===== src/hdl/evhp_pkg.sv =====
// Shared types and constants of the Ethernet 802.1Q header parser.
// No dependencies; imported by every module of the block.
package evhp_pkg;

  localparam int unsigned FifoDepth = 4;

  localparam int unsigned PosWidth = 5;

  // Header byte positions, counted from the first destination MAC byte
  localparam logic [PosWidth-1:0] PosSrcStart = 5'd6;
  localparam logic [PosWidth-1:0] PosType0    = 5'd12;
  localparam logic [PosWidth-1:0] PosType1    = 5'd13;
  localparam logic [PosWidth-1:0] PosTag0     = 5'd14;
  localparam logic [PosWidth-1:0] PosTag1     = 5'd15;
  localparam logic [PosWidth-1:0] PosInner0   = 5'd16;

  localparam logic [15:0] TpidReset = 16'h8100;

  typedef enum logic [1:0] {
    KindHeader  = 2'd0,
    KindPayload = 2'd1,
    KindTrunc   = 2'd2
  } kind_e;

  typedef struct packed {
    logic [7:0] data_byte;
    logic       frame_last;
  } in_item_t;

  typedef struct packed {
    kind_e        kind;
    logic [47:0]  dest_mac;
    logic [47:0]  src_mac;
    logic [15:0]  ether_type;
    logic         has_vlan;
    logic [2:0]   vlan_pcp;
    logic         vlan_dei;
    logic [11:0]  vlan_id;
    logic [7:0]   payload_byte;
    logic         is_last;
  } out_item_t;

  typedef struct packed {
    logic full;
    logic empty;
  } fifo_stat_t;

endpackage


===== src/hdl/evhp_front.sv =====
// Front end of the parser: takes frame bytes, collects the header and
// classifies the bytes into header, payload and truncation requests. Depends on evhp_pkg.
module evhp_front
  import evhp_pkg::*;
(
  input  logic        clk_i,
  input  logic        rst_ni,
  input  logic        take_i,
  input  in_item_t    in_data_i,
  input  logic [15:0] tpid_i,
  output logic        push_o,
  output out_item_t   res_o
);

  logic [PosWidth-1:0] pos_q, pos_d;
  logic [47:0]         dest_q, dest_d;
  logic [47:0]         src_q, src_d;
  logic [15:0]         type_q, type_d;
  logic [15:0]         tag_q, tag_d;
  logic                tag_seen_q, tag_seen_d;
  logic                in_payload_q, in_payload_d;

  logic [15:0] type_next;
  logic        done;
  logic        last;
  logic [7:0]  b;

  assign b         = in_data_i.data_byte;
  assign last      = in_data_i.frame_last;
  assign type_next = {type_q[7:0], b};

  always_comb begin
    pos_d        = pos_q;
    dest_d       = dest_q;
    src_d        = src_q;
    type_d       = type_q;
    tag_d        = tag_q;
    tag_seen_d   = tag_seen_q;
    in_payload_d = in_payload_q;
    done         = 1'b0;
    push_o       = 1'b0;
    res_o        = '0;

    if (take_i) begin
      if (in_payload_q) begin
        res_o.kind         = KindPayload;
        res_o.payload_byte = b;
        res_o.is_last      = last;
        push_o             = 1'b1;
      end else begin
        if (pos_q < PosSrcStart) begin
          dest_d = {dest_q[39:0], b};
        end else if (pos_q < PosType0) begin
          src_d = {src_q[39:0], b};
        end else if (pos_q == PosType0 || pos_q == PosInner0) begin
          type_d = type_next;
        end else if (pos_q == PosType1) begin
          type_d = type_next;
          if (type_next == tpid_i) begin
            tag_seen_d = 1'b1;
          end else begin
            done = 1'b1;
          end
        end else if (pos_q == PosTag0 || pos_q == PosTag1) begin
          tag_d = {tag_q[7:0], b};
        end else begin
          type_d = type_next;
          done   = 1'b1;
        end
        pos_d = pos_q + 1'b1;

        if (done) begin
          res_o.kind       = KindHeader;
          res_o.dest_mac   = dest_q;
          res_o.src_mac    = src_q;
          res_o.ether_type = type_next;
          if (tag_seen_q) begin
            res_o.has_vlan = 1'b1;
            res_o.vlan_pcp = tag_q[15:13];
            res_o.vlan_dei = tag_q[12];
            res_o.vlan_id  = tag_q[11:0];
          end
          res_o.is_last = last;
          push_o        = 1'b1;
          in_payload_d  = ~last;
        end else if (last) begin
          res_o.kind    = KindTrunc;
          res_o.is_last = 1'b1;
          push_o        = 1'b1;
        end
      end

      // End of frame: start the next one from scratch
      if (last) begin
        pos_d        = '0;
        dest_d       = '0;
        src_d        = '0;
        type_d       = '0;
        tag_d        = '0;
        tag_seen_d   = 1'b0;
        in_payload_d = 1'b0;
      end
    end
  end

  always_ff @(posedge clk_i or negedge rst_ni) begin
    if (!rst_ni) begin
      pos_q        <= '0;
      dest_q       <= '0;
      src_q        <= '0;
      type_q       <= '0;
      tag_q        <= '0;
      tag_seen_q   <= 1'b0;
      in_payload_q <= 1'b0;
    end else begin
      pos_q        <= pos_d;
      dest_q       <= dest_d;
      src_q        <= src_d;
      type_q       <= type_d;
      tag_q        <= tag_d;
      tag_seen_q   <= tag_seen_d;
      in_payload_q <= in_payload_d;
    end
  end

  a_header_not_in_payload: assert property (@(posedge clk_i) disable iff (!rst_ni)
    push_o && res_o.kind == KindHeader |-> !in_payload_q)
    else $error("header request while passing payload");

endmodule


===== src/hdl/evhp_fifo.sv =====
// Short request queue between the parser front end and the output stage.
// Depends on evhp_pkg.
module evhp_fifo
  import evhp_pkg::*;
#(
  parameter int unsigned Depth = FifoDepth
) (
  input  logic       clk_i,
  input  logic       rst_ni,
  input  logic       push_i,
  input  out_item_t  push_data_i,
  input  logic       pop_i,
  output out_item_t  pop_data_o,
  output fifo_stat_t stat_o
);

  localparam int unsigned IdxWidth = $clog2(Depth);
  localparam int unsigned CntWidth = $clog2(Depth + 1);
  localparam logic [IdxWidth-1:0] LastIdx = IdxWidth'(Depth - 1);
  localparam logic [CntWidth-1:0] FullCnt = CntWidth'(Depth);

  out_item_t mem_q [Depth];
  logic [IdxWidth-1:0] wr_q, wr_d, rd_q, rd_d;
  logic [CntWidth-1:0] cnt_q, cnt_d;

  assign stat_o.full  = (cnt_q == FullCnt);
  assign stat_o.empty = (cnt_q == '0);
  assign pop_data_o   = mem_q[rd_q];

  always_comb begin
    wr_d  = wr_q;
    rd_d  = rd_q;
    cnt_d = cnt_q;
    if (push_i) begin
      wr_d = (wr_q == LastIdx) ? '0 : wr_q + 1'b1;
    end
    if (pop_i) begin
      rd_d = (rd_q == LastIdx) ? '0 : rd_q + 1'b1;
    end
    if (push_i && !pop_i) begin
      cnt_d = cnt_q + 1'b1;
    end else if (pop_i && !push_i) begin
      cnt_d = cnt_q - 1'b1;
    end
  end

  always_ff @(posedge clk_i) begin
    if (push_i) begin
      mem_q[wr_q] <= push_data_i;
    end
  end

  always_ff @(posedge clk_i or negedge rst_ni) begin
    if (!rst_ni) begin
      wr_q  <= '0;
      rd_q  <= '0;
      cnt_q <= '0;
    end else begin
      wr_q  <= wr_d;
      rd_q  <= rd_d;
      cnt_q <= cnt_d;
    end
  end

  a_no_overflow: assert property (@(posedge clk_i) disable iff (!rst_ni)
    !(push_i && stat_o.full))
    else $error("request pushed into a full queue");

  a_no_underflow: assert property (@(posedge clk_i) disable iff (!rst_ni)
    !(pop_i && stat_o.empty))
    else $error("request popped from an empty queue");

  a_count_bound: assert property (@(posedge clk_i) disable iff (!rst_ni)
    cnt_q <= FullCnt)
    else $error("queue count beyond depth");

  a_count_up: assert property (@(posedge clk_i) disable iff (!rst_ni)
    push_i && !pop_i |=> cnt_q == $past(cnt_q) + 1'b1)
    else $error("queue count did not advance on push");

endmodule


===== src/hdl/evhp_back.sv =====
// Output stage: moves queued result requests into the output register.
// Depends on evhp_pkg.
module evhp_back
  import evhp_pkg::*;
(
  input  logic       clk_i,
  input  logic       rst_ni,
  input  out_item_t  head_i,
  input  fifo_stat_t stat_i,
  output logic       pop_o,
  input  logic       out_stall_i,
  output logic       out_valid_o,
  output out_item_t  out_data_o
);

  logic      valid_q, valid_d;
  out_item_t data_q;

  // Load when the register is free or is being taken this cycle
  assign pop_o       = !stat_i.empty && (!valid_q || !out_stall_i);
  assign valid_d     = pop_o || (valid_q && out_stall_i);
  assign out_valid_o = valid_q;
  assign out_data_o  = data_q;

  always_ff @(posedge clk_i or negedge rst_ni) begin
    if (!rst_ni) begin
      valid_q <= 1'b0;
    end else begin
      valid_q <= valid_d;
    end
  end

  always_ff @(posedge clk_i) begin
    if (pop_o) begin
      data_q <= head_i;
    end
  end

endmodule


===== src/hdl/ethernet_vlan_header_parser.sv =====
// Top level of the Ethernet 802.1Q header parser: TPID register and the
// front end, request queue and output stage. Depends on evhp_pkg.
//
// Usage:
//   Input channel (in_valid_i / in_stall_o / in_data_i) carries one frame
//   byte per request plus a flag on the last byte of the frame. Output
//   channel (out_valid_o / out_stall_i / out_data_o) carries results: one
//   header result when the header completes (with any 802.1Q tag split into
//   PCP, DEI and VLAN ID), then one result per payload byte, or a single
//   truncation result when a frame ends inside its header.
//   Configuration channel (cfg_valid_i / cfg_ready_o / cfg_data_i) writes
//   the TPID that marks a tag; always ready. Write it only while idle.
//   Throughput: one byte per cycle while the queue is not full. Result path:
//   an accepted request is written into the queue, then moved into the
//   output register once it reaches the queue head and that register is free.
//   Reset: the TPID returns to 0x8100, the queue empties and parsing
//   restarts at the first byte of a frame.
//   Receiver stall: the output register holds its result; the queue absorbs
//   up to Depth requests before in_stall_o rises.
module ethernet_vlan_header_parser
  import evhp_pkg::*;
#(
  parameter int unsigned Depth = FifoDepth
) (
  input  logic        clk_i,
  input  logic        rst_ni,
  input  logic        in_valid_i,
  output logic        in_stall_o,
  input  in_item_t    in_data_i,
  output logic        out_valid_o,
  input  logic        out_stall_i,
  output out_item_t   out_data_o,
  input  logic        cfg_valid_i,
  output logic        cfg_ready_o,
  input  logic [15:0] cfg_data_i
);

  logic [15:0] tpid_q, tpid_d;
  fifo_stat_t  stat;
  logic        take;
  logic        push;
  logic        pop;
  out_item_t   res;
  out_item_t   head;

  // Hold new bytes off only while the queue is full
  assign in_stall_o  = stat.full;
  assign take        = in_valid_i && !stat.full;
  assign cfg_ready_o = 1'b1;
  assign tpid_d      = (cfg_valid_i && cfg_ready_o) ? cfg_data_i : tpid_q;

  always_ff @(posedge clk_i or negedge rst_ni) begin
    if (!rst_ni) begin
      tpid_q <= TpidReset;
    end else begin
      tpid_q <= tpid_d;
    end
  end

  evhp_front u_front (
    .clk_i     (clk_i),
    .rst_ni    (rst_ni),
    .take_i    (take),
    .in_data_i (in_data_i),
    .tpid_i    (tpid_q),
    .push_o    (push),
    .res_o     (res)
  );

  evhp_fifo #(
    .Depth (Depth)
  ) u_fifo (
    .clk_i       (clk_i),
    .rst_ni      (rst_ni),
    .push_i      (push),
    .push_data_i (res),
    .pop_i       (pop),
    .pop_data_o  (head),
    .stat_o      (stat)
  );

  evhp_back u_back (
    .clk_i       (clk_i),
    .rst_ni      (rst_ni),
    .head_i      (head),
    .stat_i      (stat),
    .pop_o       (pop),
    .out_stall_i (out_stall_i),
    .out_valid_o (out_valid_o),
    .out_data_o  (out_data_o)
  );

endmodule

===== config.mk =====
export PLATFORM = sky130hd
export DESIGN_NAME = ethernet_vlan_header_parser
export DESIGN_NICKNAME = d
export VERILOG_FILES = /design/src/hdl/evhp_pkg.sv /design/src/hdl/evhp_front.sv /design/src/hdl/evhp_fifo.sv /design/src/hdl/evhp_back.sv /design/src/hdl/ethernet_vlan_header_parser.sv
export SDC_FILE = /design/constraint.sdc
export NUM_CORES = 1
export LEC_CHECK = 0
export BUFFER_PORTS_ARGS = -buffer_cell sky130_fd_sc_hd__buf_4
export CORE_UTILIZATION = 65
export CTS_CLUSTER_SIZE = 10
export DETAILED_ROUTE_END_ITERATION = 7
export PLACE_DENSITY = 0.95
export SYNTH_ARGS = -nofsm -noshare
export SYNTH_HDL_FRONTEND = slang
export SYNTH_SLANG_ARGS = --single-unit

===== constraint.sdc =====
create_clock -name clk_i -period 9.41 [get_ports clk_i]
set_input_delay 1.4115 -clock clk_i [delete_from_list [all_inputs] [get_ports clk_i]]
set_output_delay 1.4115 -clock clk_i [all_outputs]
set_load 0.05 [all_outputs]

==> impl_metrics.ini, run 1 <==
[critical_path]
cp_common_cell = ha_1
slowest_stage = and2_4
path_delay_family = simple AND/OR/NAND/NOR gates
worstReg2RegStart = u_front.pos_q[1]
critPathArrivalTime_ps = 5170
reg2regPathDepth = 9
crit_chain = ha_1 -> and3_1 -> ha_1 -> a41o_1 -> nand2_1 -> o211a_4 -> o31a_4 -> and2_4 -> buf_4
worst-endpoint-required_ps = 9660
critPathLaunchType = flip-flop
rrSetupSlack_ps = 4480
timing.critical_path.buf_inv = 1
r2r-end = u_fifo.mem_q[2][106]
critPathKind = reg -> reg
cpPeakStageDelay_ps = 960
end_kind = flip-flop
cp_max_fo = 75

[outcome]
status = finished clean

[timing]
final.min_clock_period_ps = 4930
fin_crit_sh = 0.523
tightest_slew_ps = 1410
drv_slew = 0
finalSetupTns_ps = 0
setup_viol = 0
hold_viol = 0
grt_setup_unrepaired = false
relSlewSlack = 0.0554
holdWs_ps = 487
skew_ps = 19.8
fmax_ghz = 0.203

[pwr]
p_int_w = 0.00786
power_density_mw_per_mm2 = 323
ir_worst_vdd_uv = 241
clkPwrFrac = 0.290
p_switching_w = 0.00387
combPwrFrac = 0.261
seqPwrFrac = 0.449
swShare = 0.330
p_total_w = 0.0117
p_leak_nw = 13.3

[yosys]
seq_area_frac_synth = 0.783
synth-edff-count = 700
synth_flop_cell = edfxtp_1
synth_cells = 1567
synth_area_per_cell_um2 = 20.2
yosys-top-cells-area = edfxtp_1, dfrtp_1, mux4_2, and3_1, a22o_1
synth_top_area_frac = 0.664
yosys.area.top_type = edfxtp_1
async_flop_share = 0.177
synth-seq-cells = 851
yosys_warnings = 0
synthesis.area_mm2 = 0.0317
syn-num-nets = 1609
synth_commonest_cells = edfxtp_1, dfrtp_1, mux4_2, and3_1, a22o_1
ys_types = 48
synth.most_common_cell = edfxtp_1

[min_path]
holdPathEnd = u_front.dest_q[44]
hold-path-cell-count = 2
hold_path.class = reg -> reg
min_from = u_front.dest_q[44]

[clock_network]
cts_resized = 0
cts_sinks = 851
clockRootBuffer = clkbuf_16
insertion_delay_ps = 640
cts_max_level = 3
clk_pin_slew_ps = 60
cts-buffers-inserted = 95
cts_setup_buffers = 0
cts_tree = yes
ctsHoldBuffers = 0
cts_buffer_depth = 3

[die]
rows = 80
floorplan.initialDensity = 0.661
chipHeight_um = 223
die-width_um = 223
die_area_mm2 = 0.0496
core_mm2 = 0.0479
num_io_pins = 173

[place]
place.gp.congestion = 0.827
hpwl_um = 38400
port_buffers = 171

[routing]
ant_nets = 0
drcViolationCount = 0
wire_per_inst_um = 31.3
via_per_inst = 6.94
dr_total_vias = 17000
dr.pass1.iters = 6
first_iter_violations = 2391
totalWireLength_um = 76800

[global_routing]
met3_usage = 0.0583
antenna_found_initial = 3
grt_pass1_vias = 17500
grt_util_met2 = 0.514
grtUsageMet1 = 0.426
grt-busiest-layer = met2
grt_max_degree = 116
grt_pass1_wl_um = 114000
gr-usage-all-layers = 0.316
overflow = 0

[final_layout]
final_layout_size_suffix_gt1_frac = 0.264
synthToLayoutAreaGrowth_pct = 14.6
multi_input_area_mm2 = 0.00646
seq_area_mm2 = 0.0248
fin_nets = 1797
num_antenna_cells = 0
fillers = 2235

[run]
drv_cap = 0
state kept, by name (all words and copies together), names as in the netlist:
signal                flops
u_front.dest_q           48
u_front.type_q            8
u_fifo.mem_q            560
u_front.tag_q            16
u_fifo.wr_q               2
u_front.src_q            48
u_back.out_data_o       140
u_back.out_valid_o        1
u_fifo.rd_q               2
u_fifo.cnt_q              3
tpid_q                   16
u_front.in_payload_q      1
u_front.pos_q             5
u_front.tag_seen_q        1
cell families after synthesis:
kind of cell             after synthesis  synth area share
other                                  1          0.000118
multiplexers                         176             0.113
XOR/XNOR                              21           0.00581
AND/OR/NAND/NOR                      278            0.0504
adder cells (fa/ha/maj)               12           0.00498
buffers and inverters                106            0.0143
flip-flops                           851             0.783
AO/OA/AOI/OAI                        122            0.0288
power by group through the flow:
stage	Clock, W	Combinational [W]	Sequential [W]
after floorplan	0	0.00123	0.00611
after global placement	0	0.00294	0.00525
after detailed placement	0	0.00301	0.00529
after CTS	0.00341	0.00308	0.00527
after global routing	0.00355	0.00316	0.00532
final	0.00340	0.00306	0.00527
placed cells by master, fill, tap and decap left out, types with 2 or more instances in the layout:
master	Yosys	final
edfxtp_1	700	700
buf_4	3	185
dfrtp_1	149	147
mux4_2	140	140
and3_1	122	122
clkbuf_16	0	99
clkbuf_1	57	76
a22o_1	67	67
nand2_1	53	53
o21ai_0	43	43
nand2b_1	42	42
mux2_2	33	33
xor2_1	17	17
and2_1	22	17
nor2_1	13	13
ha_1	11	11
nor2b_1	10	10
inv_1	9	8
and2_4	0	5
nor3_1	5	5
inv_6	0	5
xnor2_1	4	4
nor4_2	3	2
a21o_1	2	2
mux2_4	2	2
dfstp_2	2	2
dfrtp_4	0	2
per-layer routing:
layer  vias to the layer above  wire length, um
li1                       6613                -
met1                      8741            27600
met2                      1439            38600
met3                       228             7450
met4                         4             3110
met5                         -               26
tightest hold or removal path, cell delays in order (launching register included):
cell and delay [ps]:
dfrtp_1 350, nand2_1 50, o21ai_0 60
layout make-up:
cell class                      instances  area share
Sequential cell                       851       0.683
Multi-Input combinational cell        610       0.178
Clock buffer                          175      0.0761
Timing Repair Buffer                  187      0.0391
Tap cell                              615      0.0212
Inverter                               10     0.00117
Clock inverter                          4    0.000965
per-stage QoR:
step	cells	cell area (um^2)	utilization	worst slack (ps)
2_1_floorplan	1567	31700	-	3570
3_3_place_gp	2273	33500	0.699	4280
3_5_place_dp	2273	33500	0.699	4210
4_1_cts	2452	36300	0.757	4580
5_1_grt	2452	36300	0.757	4410
6_report	2452	36300	0.757	4480
worst max-delay path by stage:
stage	from	to	cells past startpoint
2_1_floorplan	in_data_i[6]	u_fifo.mem_q[0][0]	6
3_3_place_gp	in_data_i[3]	u_fifo.mem_q[2][106]	8
3_5_place_dp	in_data_i[6]	u_fifo.mem_q[2][104]	8
4_1_cts	u_front.pos_q[0]	u_fifo.mem_q[2][80]	9
5_1_grt	u_front.pos_q[0]	u_fifo.mem_q[2][112]	9
6_report	u_front.pos_q[1]	u_fifo.mem_q[2][106]	9
(Power assumes the default switching activity.)
==> run 2: changes to the inputs <==
- ABC_AREA: unset -> 1
- CORE_UTILIZATION: 65 -> 55
- PLACE_DENSITY: 0.95 -> 0.87
- clock period: 9.41 -> 4.19 ns (I/O delays scaled with it)
==> impl_metrics.ini, run 2 <==
[critical_path]
crit_chain = ha_1 -> inv_1 -> nor2_1 -> ha_1 -> a21o_1 -> a21oi_1 -> nand2_8 -> nand2_1 -> nand2_2 -> inv_1 -> ha_1 -> inv_1 -> fa_1 -> a21oi_1 -> o21ai_0 -> xor2_1
critPathKind = reg -> reg
timing.critical_path.buf_inv = 3
rrSetupSlack_ps = 990
path_delay_family = adder cells
cpPeakStageDelay_ps = 430
r2r-end = u_fifo.cnt_q[2]
worst-endpoint-required_ps = 4700
critPathLaunchType = flip-flop
reg2regPathDepth = 16
cp_max_fo = 7
worstReg2RegStart = u_front.pos_q[1]
slowest_stage = dfrtp_1
critPathArrivalTime_ps = 3710
end_kind = flip-flop

[routing]
dr_total_vias = 20800
via_per_inst = 6.13
drcViolationCount = 0
wire_per_inst_um = 22.8
first_iter_violations = 2915
ant_nets = 0
dr.pass1.iters = 6
totalWireLength_um = 77200

[clock_network]
cts_sinks = 851
cts_max_level = 3
cts-buffers-inserted = 95
cts_resized = 0
insertion_delay_ps = 640
cts_buffer_depth = 3
cts_setup_buffers = 0
clk_pin_slew_ps = 60
cts_tree = yes
clockRootBuffer = clkbuf_16
ctsHoldBuffers = 0

[final_layout]
fillers = 3868
top_register = u_fifo.mem_q
num_antenna_cells = 0
largest_reg_flops = 560
most-common-layout-cells = edfxtp_1, o21ai_0, nor2_1
fin_nets = 2586
final_util = 0.642
final_layout_size_suffix_gt1_frac = 0.160
instances_no_fill = 3389
final_common_cell = edfxtp_1
synthToLayoutAreaGrowth_pct = 14.4

[pwr]
ir_worst_vdd_uv = 744
p_leak_nw = 13.1
swShare = 0.371
p_int_w = 0.0175
power_density_mw_per_mm2 = 747
combPwrFrac = 0.308
seqPwrFrac = 0.421
clkPwrFrac = 0.271
p_switching_w = 0.0103

[yosys]
synth.most_common_cell = edfxtp_1
synth_top_area_frac = 0.645
synth_commonest_cells = edfxtp_1, o21ai_0, nor2_1, o22ai_1, inv_1
synthesis.area_mm2 = 0.0326
synth_flop_cell = edfxtp_1
seq_area_frac_synth = 0.761
ys_types = 36
synth_cells = 2398
async_flop_share = 0.177
yosys_warnings = 0
synth-edff-count = 700
synth_area_per_cell_um2 = 13.6
yosys.area.top_type = edfxtp_1
yosys-top-cells-area = edfxtp_1, dfrtp_1, o21ai_0, nor2_1, o22ai_1
syn-num-nets = 2440
synth-seq-cells = 851

[timing]
skew_ps = 34.3
setup_viol = 0
holdWs_ps = 69.6
relSlewSlack = 0.163
fmax_ghz = 0.312
drv_slew = 0
hold_viol = 0
tightest_slew_ps = 1260
final.min_clock_period_ps = 3200
grt_setup_unrepaired = false
fin_crit_sh = 0.764

[die]
num_io_pins = 173
chipHeight_um = 245
floorplan.initialDensity = 0.561
rows = 88
die-width_um = 245
core_mm2 = 0.0581
die_area_mm2 = 0.0603

[place]
hpwl_um = 41500
placed_cells = 3212
place.gp.congestion = 0.867
port_buffers = 171

[global_routing]
gr-usage-all-layers = 0.255
grt_pass1_vias = 21000
overflow = 0
grt_pass1_wl_um = 117000
grt_max_degree = 283
antenna_found_initial = 0

[outcome]
status = finished clean

[run]
drv_cap = 0

[min_path]
hold_path.class = in -> async
[run 2: worst max path at each step]
| stage | to | startpoint | slack, ps | depth (start not counted) |
|---|---|---|---|---|
| after floorplan | u_fifo.mem_q[0][0] | u_front.pos_q[1] | -1410 | 10 |
| after global placement | u_fifo.cnt_q[2] | u_front.pos_q[1] | 1130 | 16 |
| after detailed placement | u_fifo.cnt_q[2] | u_front.pos_q[1] | 1020 | 16 |
| after CTS | u_fifo.cnt_q[2] | u_front.pos_q[1] | 1010 | 16 |
| after global routing | u_fifo.cnt_q[2] | u_front.pos_q[1] | 770 | 16 |
| final | u_fifo.cnt_q[2] | u_front.pos_q[1] | 990 | 16 |
[run 2: cells by family (layout without fill, tap and decap cells)]
family | count (synthesis) | after routing | share of synthesized area
AOI/OAI and AO/OA | 574 | 574 | 0.0957
xor gates and xnor gates | 2 | 2 | 0.000537
buffers and inverters | 327 | 553 | 0.0436
and+or+nand+nor | 631 | 631 | 0.0946
DFF | 851 | 851 | 0.761
adders and majority gates | 12 | 12 | 0.00484
other | 1 | 1 | 0.000115
[run 2: cell type report]
class                      instances  area (um^2)  area share
multi-input combinational       1220         6420       0.172
inverter                         176          674      0.0181
timing repair buffer             200         1630      0.0437
tap                              765          957      0.0257
clock buffer                     173         2770      0.0741
sequential                       851        24800       0.665
clock inverter                     4         33.8    0.000906
[run 2: routing by layer]
layer / track usage / share of wire / up-vias / wire length, um
li1: - / - / 8959 / -
met1: 0.341 / 0.39 / 10300 / 30100
met2: 0.410 / 0.48 / 1315 / 37000
met3: 0.0409 / 0.090 / 216 / 6960
met4: 0.126 / 0.041 / 0 / 3190
met5: 0 / 0 / - / 0
[run 2: power groups by stage]
stage / Combinational [W] / Sequential (W) / Clock (W)
finish: 0.00859 / 0.0117 / 0.00755
global route: 0.00905 / 0.0118 / 0.00795
CTS: 0.00855 / 0.0117 / 0.00760
detailed placement: 0.00845 / 0.0119 / 0
global placement: 0.00822 / 0.0118 / 0
floorplan: 0.00329 / 0.0141 / 0
[run 2: through the flow]
stage | instance area, um^2 | power (W) | TNS, ps | worst slack (ps)
2_1_floorplan | 32600 | 0.0174 | -791930 | -1410
5_1_grt | 37300 | 0.0288 | 0 | 770
4_1_cts | 37300 | 0.0279 | 0 | 1010
3_3_place_gp | 34500 | 0.0200 | 0 | 1130
3_5_place_dp | 34500 | 0.0203 | 0 | 1020
6_report | 37300 | 0.0279 | 0 | 988
